--- config.mk ---
export PLATFORM = sky130hd
export DESIGN_NAME = oscillator_calibration_search_flat
export DESIGN_NICKNAME = d
export VERILOG_FILES = /design/src/rtl/core/ocs_pkg.sv /design/src/rtl/core/ocs_item_if.sv /design/src/rtl/core/ocs_result_if.sv /design/src/rtl/core/ocs_search.sv /design/src/rtl/core/ocs_out_buf.sv /design/src/rtl/core/oscillator_calibration_search.sv /design/src/flat_wrapper.sv
export VERILOG_INCLUDE_DIRS = /design/src /design/src/rtl/core
export SDC_FILE = /design/constraint.sdc
export NUM_CORES = 1
export LEC_CHECK = 0
export ABC_AREA = 1
export ABC_CLOCK_PERIOD_IN_PS = 10660
export BUFFER_PORTS_ARGS = -buffer_cell sky130_fd_sc_hd__buf_4
export CORE_MARGIN = 3
export CORE_UTILIZATION = 25
export DETAILED_ROUTE_END_ITERATION = 12
export PLACE_DENSITY = 0.46
export SLEW_MARGIN = 20
export SYNTH_ARGS = -nofsm -noshare
export SYNTH_HDL_FRONTEND = slang
export SYNTH_SLANG_ARGS = --single-unit
export TNS_END_PERCENT = 20
--- constraint.sdc ---
create_clock -name clk -period 10.66 [get_ports clk]
set_input_delay 2.132 -clock clk [delete_from_list [all_inputs] [get_ports clk]]
set_output_delay 2.132 -clock clk [all_outputs]
set_load 0.005 [all_outputs]
--- src/rtl/core/assert_macros.svh ---
// assertion macros shared by the calibration search rtl
`ifndef ASSERT_MACROS_SVH
`define ASSERT_MACROS_SVH

// expression holds at every clock edge outside reset
`define ASSERT_ALWAYS(label, expr, msg) \
	label: assert property (@(posedge clk) disable iff (!arst_n) (expr)) else $error(msg);

// consequent holds in the same cycle as the antecedent
`define ASSERT_IMPLIES(label, ante, cons, msg) \
	label: assert property (@(posedge clk) disable iff (!arst_n) (ante) |-> (cons)) \
		else $error(msg);

// consequent holds in the cycle after the antecedent
`define ASSERT_NEXT(label, ante, cons, msg) \
	label: assert property (@(posedge clk) disable iff (!arst_n) (ante) |=> (cons)) \
		else $error(msg);

`endif

--- src/rtl/core/ocs_pkg.sv ---
// types and constants of the oscillator calibration search
package ocs_pkg;

	localparam logic [15:0] TARGET_RESET = 16'd1499;
	localparam logic [15:0] DEV_START    = 16'd9999;
	localparam logic [6:0]  FIRST_STEP   = 7'd64;
	localparam logic [7:0]  UPPER_BASE   = 8'd128;

	// action codes
	localparam logic ACT_START   = 1'b0;
	localparam logic ACT_MEASURE = 1'b1;

	// status codes
	localparam logic [1:0] ST_TRIAL   = 2'd0;
	localparam logic [1:0] ST_DONE    = 2'd1;
	localparam logic [1:0] ST_IGNORED = 2'd2;

	typedef struct packed {
		logic        action;
		logic [15:0] frame_length;
	} item_t;

	typedef struct packed {
		logic [1:0]  status;
		logic [7:0]  trim_value;
		logic [15:0] deviation;
	} result_t;

endpackage

--- src/rtl/core/ocs_item_if.sv ---
// input channel: start or measured frame length
interface ocs_item_if;
	logic        valid;
	logic        ready;
	logic        action;
	logic [15:0] frame_length;

	modport source (output valid, output action, output frame_length, input ready);
	modport sink (input valid, input action, input frame_length, output ready);
endinterface

--- src/rtl/core/ocs_result_if.sv ---
// output channel: trial trim, done or ignored
interface ocs_result_if;
	logic        valid;
	logic        ready;
	logic [1:0]  status;
	logic [7:0]  trim_value;
	logic [15:0] deviation;

	modport source (output valid, output status, output trim_value, output deviation,
		input ready);
	modport sink (input valid, input status, input trim_value, input deviation,
		output ready);
endinterface

--- src/rtl/core/ocs_search.sv ---
// search state and per-transaction update of the trim search
`include "assert_macros.svh"

module ocs_search import ocs_pkg::*; (
	input  logic          clk,
	input  logic          arst_n,
	input  logic [15:0]   frame_target,
	input  logic          advance,
	input  item_t         item,
	output result_t       res
);

	logic        searching_q, searching_d;
	logic        upper_q, upper_d;
	logic [6:0]  step_q, step_d;
	logic [7:0]  trial_q, trial_d;
	logic [7:0]  best_trim_q, best_trim_d;
	logic [15:0] best_dev_q, best_dev_d;

	logic        len_below;
	logic [15:0] dev;
	logic        better;
	logic [7:0]  nb_trim;
	logic [15:0] nb_dev;
	logic [6:0]  half_step;
	logic [7:0]  first_lower;
	logic [7:0]  first_upper;

	assign len_below = item.frame_length < frame_target;
	assign dev       = len_below ? (frame_target - item.frame_length)
	                             : (item.frame_length - frame_target);
	assign better    = dev < best_dev_q;
	assign nb_trim   = better ? trial_q : best_trim_q;
	assign nb_dev    = better ? dev : best_dev_q;
	assign half_step = step_q >> 1;

	// first trial of a region follows a notional length of zero
	assign first_lower = (frame_target != 16'd0) ? {1'b0, FIRST_STEP}
	                                              : (8'd0 - {1'b0, FIRST_STEP});
	assign first_upper = (frame_target != 16'd0) ? (UPPER_BASE + {1'b0, FIRST_STEP})
	                                              : (UPPER_BASE - {1'b0, FIRST_STEP});

	always_comb begin
		searching_d = searching_q;
		upper_d     = upper_q;
		step_d      = step_q;
		trial_d     = trial_q;
		best_trim_d = best_trim_q;
		best_dev_d  = best_dev_q;
		res.status     = ST_IGNORED;
		res.trim_value = best_trim_q;
		res.deviation  = best_dev_q;
		if (item.action == ACT_START) begin
			searching_d = 1'b1;
			upper_d     = 1'b0;
			step_d      = FIRST_STEP;
			trial_d     = first_lower;
			best_trim_d = 8'd0;
			best_dev_d  = DEV_START;
			res.status     = ST_TRIAL;
			res.trim_value = first_lower;
			res.deviation  = DEV_START;
		end else if (searching_q) begin
			best_trim_d   = nb_trim;
			best_dev_d    = nb_dev;
			res.deviation = nb_dev;
			if (step_q[6:1] == 6'd0) begin
				step_d = FIRST_STEP;
				if (!upper_q) begin
					upper_d        = 1'b1;
					trial_d        = first_upper;
					res.status     = ST_TRIAL;
					res.trim_value = first_upper;
				end else begin
					searching_d    = 1'b0;
					upper_d        = 1'b0;
					res.status     = ST_DONE;
					res.trim_value = nb_trim;
				end
			end else begin
				step_d  = half_step;
				trial_d = len_below ? (trial_q + {1'b0, half_step})
				                    : (trial_q - {1'b0, half_step});
				res.status     = ST_TRIAL;
				res.trim_value = trial_d;
			end
		end
	end

	always_ff @(posedge clk or negedge arst_n) begin
		if (!arst_n) begin
			searching_q <= 1'b0;
			upper_q     <= 1'b0;
			step_q      <= FIRST_STEP;
			trial_q     <= 8'd0;
			best_trim_q <= 8'd0;
			best_dev_q  <= DEV_START;
		end else if (advance) begin
			searching_q <= searching_d;
			upper_q     <= upper_d;
			step_q      <= step_d;
			trial_q     <= trial_d;
			best_trim_q <= best_trim_d;
			best_dev_q  <= best_dev_d;
		end
	end

	`ASSERT_ALWAYS(a_step_onehot, $onehot(step_q), "step size not a power of two")
	`ASSERT_IMPLIES(a_idle_lower, !searching_q, !upper_q, "upper region flagged while idle")
	`ASSERT_ALWAYS(a_best_bounded, best_dev_q <= DEV_START, "best deviation above start value")

endmodule

--- src/rtl/core/ocs_out_buf.sv ---
// two-entry result buffer between the search logic and the output channel
`include "assert_macros.svh"

module ocs_out_buf import ocs_pkg::*; (
	input  logic           clk,
	input  logic           arst_n,
	input  logic           push,
	input  result_t        push_data,
	output logic           space,
	ocs_result_if.source   result
);

	result_t     mem_q [2];
	logic        wr_ptr_q;
	logic        rd_ptr_q;
	logic [1:0]  cnt_q;
	logic        pop;

	assign space = cnt_q != 2'd2;
	assign pop   = result.valid && result.ready;

	assign result.valid      = cnt_q != 2'd0;
	assign result.status     = mem_q[rd_ptr_q].status;
	assign result.trim_value = mem_q[rd_ptr_q].trim_value;
	assign result.deviation  = mem_q[rd_ptr_q].deviation;

	always_ff @(posedge clk) begin
		if (push) begin
			mem_q[wr_ptr_q] <= push_data;
		end
	end

	always_ff @(posedge clk or negedge arst_n) begin
		if (!arst_n) begin
			wr_ptr_q <= 1'b0;
			rd_ptr_q <= 1'b0;
			cnt_q    <= 2'd0;
		end else begin
			if (push) begin
				wr_ptr_q <= ~wr_ptr_q;
			end
			if (pop) begin
				rd_ptr_q <= ~rd_ptr_q;
			end
			case ({push, pop})
				2'b10:   cnt_q <= cnt_q + 2'd1;
				2'b01:   cnt_q <= cnt_q - 2'd1;
				default: cnt_q <= cnt_q;
			endcase
		end
	end

	`ASSERT_ALWAYS(a_cnt_bound, cnt_q != 2'd3, "result buffer overfilled")
	`ASSERT_IMPLIES(a_ptr_match, cnt_q == 2'd0 || cnt_q == 2'd2, wr_ptr_q == rd_ptr_q,
		"buffer pointers disagree with fill level")

endmodule

--- src/rtl/core/oscillator_calibration_search.sv ---
// top level of the oscillator trim calibration search
// Binary search of an 8-bit oscillator trim over two regions, seven trials each. A start
// transaction (action 0) resets the search and returns the first trial trim; each
// measurement transaction (action 1) returns the next trial trim, or after the fourteenth
// measurement the best trim with status done; a measurement while idle returns status
// ignored. Every transaction gives exactly one result. A transaction is taken into an input
// register, evaluated combinationally (one subtract, compare and step update) and written into a
// two-entry result buffer, so one transaction is accepted per cycle while the buffer has space.
// Its result is registered in the result buffer and presented on the output from there. The input
// stalls only while the input register holds a transaction and the result buffer is full.
// frame_target is written through frame_target_we/frame_target_wdata and must only change
// while no transaction is in flight.
module oscillator_calibration_search import ocs_pkg::*; (
	input  logic         clk,
	input  logic         arst_n,
	input  logic         frame_target_we,
	input  logic [15:0]  frame_target_wdata,
	ocs_item_if.sink     item,
	ocs_result_if.source result
);

	logic [15:0] frame_target_q;
	item_t       item_s1;
	logic        valid_s1;
	logic        space;
	logic        advance;
	logic        accept;
	result_t     res;

	assign advance    = valid_s1 && space;
	assign item.ready = !valid_s1 || space;
	assign accept     = item.valid && item.ready;

	always_ff @(posedge clk or negedge arst_n) begin
		if (!arst_n) begin
			frame_target_q <= TARGET_RESET;
		end else if (frame_target_we) begin
			frame_target_q <= frame_target_wdata;
		end
	end

	always_ff @(posedge clk or negedge arst_n) begin
		if (!arst_n) begin
			valid_s1 <= 1'b0;
		end else if (accept) begin
			valid_s1 <= 1'b1;
		end else if (advance) begin
			valid_s1 <= 1'b0;
		end
	end

	always_ff @(posedge clk) begin
		if (accept) begin
			item_s1.action       <= item.action;
			item_s1.frame_length <= item.frame_length;
		end
	end

	ocs_search u_search (
		.clk          (clk),
		.arst_n       (arst_n),
		.frame_target (frame_target_q),
		.advance      (advance),
		.item         (item_s1),
		.res          (res)
	);

	ocs_out_buf u_out_buf (
		.clk       (clk),
		.arst_n    (arst_n),
		.push      (advance),
		.push_data (res),
		.space     (space),
		.result    (result)
	);

endmodule
--- src/flat_wrapper.sv ---
// flat-port wrapper written by rule: the top's interface ports become plain ports
module oscillator_calibration_search_flat import ocs_pkg::*;
  (clk, arst_n, frame_target_we, frame_target_wdata, item_valid, item_action, item_frame_length, item_ready, result_valid, result_status, result_trim_value, result_deviation, result_ready);
  ocs_item_if item_i ();
  ocs_result_if result_i ();
  input  logic clk;
  input  logic arst_n;
  input  logic frame_target_we;
  input  logic [15:0] frame_target_wdata;
  input wire logic [$bits(item_i.valid)-1:0] item_valid;
  input wire logic [$bits(item_i.action)-1:0] item_action;
  input wire logic [$bits(item_i.frame_length)-1:0] item_frame_length;
  output wire logic [$bits(item_i.ready)-1:0] item_ready;
  output wire logic [$bits(result_i.valid)-1:0] result_valid;
  output wire logic [$bits(result_i.status)-1:0] result_status;
  output wire logic [$bits(result_i.trim_value)-1:0] result_trim_value;
  output wire logic [$bits(result_i.deviation)-1:0] result_deviation;
  input wire logic [$bits(result_i.ready)-1:0] result_ready;
  assign item_i.valid = item_valid;
  assign item_i.action = item_action;
  assign item_i.frame_length = item_frame_length;
  assign item_ready = item_i.ready;
  assign result_valid = result_i.valid;
  assign result_status = result_i.status;
  assign result_trim_value = result_i.trim_value;
  assign result_deviation = result_i.deviation;
  assign result_i.ready = result_ready;
  oscillator_calibration_search u_core (.clk(clk), .arst_n(arst_n), .frame_target_we(frame_target_we), .frame_target_wdata(frame_target_wdata), .item(item_i), .result(result_i));
endmodule
==> flow_summary_export.csv <==
group,metric,value,unit
timing,fmax,207.2,MHz
clock_network,path_clk_slew,0.06,ns
logic_synthesis,synth_fp_nets,1105,
timing,maxSlewHeadroom,31.78,%
detailed_routing,drt_iter0_markers,356,
grt,grt_max_degree,62,
clock_network,cts_tree,"built",
timing,min_period,4.826,ns
setup_path,crit_arrival,4.98,ns
floorplanning,core,0.03196,mm^2
grt,grt_pass1_wl,35630,um
logic_synthesis,yosysTopAreaCellShare,25.26,%
clock_network,clkLatencyLatePin,0.42,ns
grt,overflow,0,
setup_path,path_class,"reg2reg",
setup_path,critPathSlowestCell,"inv_1",
clock_network,clockRootBuffer,"clkbuf_16",
run,max_cap_violations,0,
grt,grt_pass1_vias,6656,
setup_path,critPathBufInv,4,
clock_network,htreeDepth,4,
power_and_ir_drop,combPwrFrac,49.6,%
clock_network,cts_buffers,17,
detailed_routing,route.detailed.drc,0,
detailed_routing,wl,21310,um
placement,place_congestion,0.8354,
floorplanning,die_h,187.1,um
cells_and_area,drive_gt1_share,13.94,%
timing,tightest_slew,1.020,ns
logic_synthesis,synthTopCellsByArea,"edfxtp_1 25%, dfrtp_1 13%, nand2_1 13%",
power_and_ir_drop,pwr-share-seq,28.5,%
cells_and_area,final_net_count,1166,
logic_synthesis,synth_top_flop_cell,"edfxtp_1",
setup_path,cp_top_family,"simple AND/OR/NAND/NOR gates",
placement,dp.final_hpwl,15970,um
setup_path,path_cells,"ha_1 -> inv_1 -> fa_1 -> nand3_1 -> nand2_1 -> nand2_1 -> nand2_2 -> nand2_4 -> nand2_4 -> inv_2 -> nand2_1 -> nand2_1 -> nand2_1 -> nand2_1 -> inv_1 -> ha_1 -> nand2_1 -> o21ai_0 -> nor2_1 -> nand2_2 -> inv_1 -> nand3_1 -> nand3_1 -> o21ai_0",
logic_synthesis,synth_area_leader_cell,"edfxtp_1",
timing,setup_violations,0,
clock_network,cts_buffer_depth,2,
power_and_ir_drop,p_sw_share,43.53,%
cells_and_area,area_growth,18.66,%
detailed_routing,wire_per_inst,14.04,um
power_and_ir_drop,leakage,4.515,nW
detailed_routing,antenna_left,0,
logic_synthesis,synthTopCellsByCount,"287 x nand2_1, 148 x inv_1, 69 x edfxtp_1, 63 x o21ai_0, 55 x ha_1",
power_and_ir_drop,intPower,0.001582,W
timing,fin_tns_setup,0,ns
detailed_routing,vias,6575,
timing,clock_skew,0.01066,ns
floorplanning,start_util,25.66,%
logic_synthesis,yosysMostFrequentCell,"nand2_1",
logic_synthesis,yosysWarnings,0,
logic_synthesis,synth_edf_count,69,
placement,place_ws,5.787,ns
floorplanning,design.die.area,0.03502,mm^2
power_and_ir_drop,ir_worst_vdd,124.6,uV
logic_synthesis,avgSynthCellArea,8.128,um^2
clock_network,cts_sinks,130,
power_and_ir_drop,p_clk_share,21.8,%
clock_network,cts_resized,0,
logic_synthesis,synthCells,1009,
setup_path,end_kind,"flip-flop",
timing,setup_ws,5.834,ns
timing,fin_crit_sh,45.28,%
timing,slew_violations,0,
outcome,outcome,"finished, final reports clean",
grt,grt_use_total,12.69,%
placement,port_buffers,65,
setup_path,cp_common_cell,"nand2_1",
setup_path,cp_max_fo,25,
logic_synthesis,async_reset_ff_share,46.92,%
logic_synthesis,synth.distinct_cells,47,
floorplanning,io_pins,66,
timing,rsz0062_at_grt,"false",
detailed_routing,drt_pass1_iterations,5,
cells_and_area,fill_cells,3412,
setup_path,critPathLaunchType,"flip-flop",
setup_path,cpPeakStageDelay,0.70,ns
detailed_routing,via_per_inst,4.331,
timing,hold_violations,0,
min_path,hp-class,"reg2reg",
floorplanning,die-width,187.1,um
power_and_ir_drop,powerDensity,287.9,mW/mm^2
logic_synthesis,yosysSeqAreaShare,44.13,%
clock_network,ctsHoldBuffers,0,
cells_and_area,diodes,0,
floorplanning,rows,65,
setup_path,cp.required,10.81,ns
logic_synthesis,ys_ff_latch,130,
power_and_ir_drop,p_sw,0.001219,W
logic_synthesis,syn_area,0.008202,mm^2
grt,antenna_found_initial,0,
clock_network,cts_setup_buffers,0,
==> routing by layer <==
metal / GRT usage [%] / part of all wire (%) / vias to the layer above
li1: - / - / 3431
met1: 18.47 / 53 / 3011
met2: 19.46 / 43 / 119
met3: 2.230 / 3.6 / 14
met4: 3.257 / 0.95 / 0
met5: 0 / 0 / -
==> power groups by stage <==
stage	logic (W)	clock network, W	registers [W]
after floorplan	0.000996	0	0.000787
after global placement	0.00140	0	0.000808
after detailed placement	0.00141	0	0.000809
after CTS	0.00141	0.000629	0.000800
after global routing	0.00160	0.000649	0.000818
final	0.00139	0.000612	0.000799
==> path summary, 6_finish.rpt <==
kind / start / cells past startpoint / to / slack [ns]
worst min register to register: u_core.u_search.upper_q / 1 / u_core.u_search.upper_q / 0.49
min in group asynchronous: arst_n / 1 / u_core.u_search.best_trim_q[1] / 1.80
worst max register to register: u_core.frame_target_q[0] / 24 / u_core.u_out_buf.mem_q[0][15] / 5.83
worst max-delay path: u_core.frame_target_q[0] / 24 / u_core.u_out_buf.mem_q[0][15] / 5.83
worst min-delay path: u_core.u_search.upper_q / 1 / u_core.u_search.upper_q / 0.49
max in group asynchronous: arst_n / 1 / u_core.u_out_buf.cnt_q[0] / 8.28
==> cell usage in the layout, fill, tap and decap left out, types with 6 or more instances in the layout <==
| cell type | instances |
|---|---|
| a21oi_1 | 44 |
| buf_4 | 68 |
| clkbuf_16 | 17 |
| dfrtp_1 | 44 |
| dfstp_2 | 17 |
| edfxtp_1 | 69 |
| ha_1 | 55 |
| inv_1 | 148 |
| nand2_1 | 287 |
| nand2_2 | 12 |
| nand3_1 | 52 |
| nand4_1 | 6 |
| nor2_1 | 48 |
| nor2_4 | 6 |
| nor3_1 | 6 |
| o211ai_1 | 6 |
| o21a_1 | 9 |
| o21ai_0 | 63 |
| o21ai_1 | 15 |
| o22ai_1 | 21 |
| xor2_1 | 26 |
==> area by class of cell <==
class	instances	area, um^2	area share (%)
clock inverter	14	178.9	1.839
timing repair buffer	68	510.5	5.246
tap	435	544.3	5.593
inverter	156	585.6	6.017
clock buffer	18	429.2	4.410
sequential	130	3620	37.19
multi-input combinational	697	3864	39.70
==> worst register-to-register path, cell delays in order (launching register included) <==
cell and delay (ns):
dfstp_2 0.53, ha_1 0.15, inv_1 0.07, fa_1 0.48
nand3_1 0.10, nand2_1 0.12, nand2_1 0.11, nand2_2 0.08
nand2_4 0.09, nand2_4 0.16, inv_2 0.26, nand2_1 0.11
nand2_1 0.08, nand2_1 0.04, nand2_1 0.10, inv_1 0.05
ha_1 0.28, nand2_1 0.07, o21ai_0 0.08, nor2_1 0.17
nand2_2 0.30, inv_1 0.70, nand3_1 0.21, nand3_1 0.10
o21ai_0 0.10
==> sequential cells by signal, summed over array words and instances (netlist names) <==
name                         cells
u_core.frame_target_q           16
u_core.item_s1                  17
u_core.u_out_buf.cnt_q           2
u_core.u_out_buf.mem_q          52
u_core.u_out_buf.rd_ptr_q        1
u_core.u_out_buf.wr_ptr_q        1
u_core.u_search.best_dev_q      16
u_core.u_search.best_trim_q      8
u_core.u_search.searching_q      1
u_core.u_search.step_q           6
u_core.u_search.trial_q          8
u_core.u_search.upper_q          1
u_core.valid_s1                  1
==> kinds of logic (layout without fill, tap and decap cells) <==
group	after synthesis	in the layout	share of synthesized area (%)
and+or+nand+nor	428	428	22.01
AOI/OAI and AO/OA	183	183	12.80
buffers and inverters	182	256	8.940
DFF	130	130	44.13
adders and majority gates	58	58	9.123
xor gates and xnor gates	28	28	2.990
==> per-stage QoR <==
stage / total power [W] / hold WS, ns / instances / utilization [%] / area (um^2)
after global routing: 0.003066 / 0.4940 / 1518 / 30.45 / 9732
after detailed placement: 0.002219 / 0.4727 / 1486 / 28.55 / 9124
final: 0.002801 / 0.4887 / 1518 / 30.45 / 9732
after floorplan: 0.001783 / 0.4533 / 1009 / - / 8202
after CTS: 0.002843 / 0.4861 / 1518 / 30.45 / 9732
after global placement: 0.002208 / 0.4738 / 1486 / 28.55 / 9124
(Power assumes the default switching activity.)
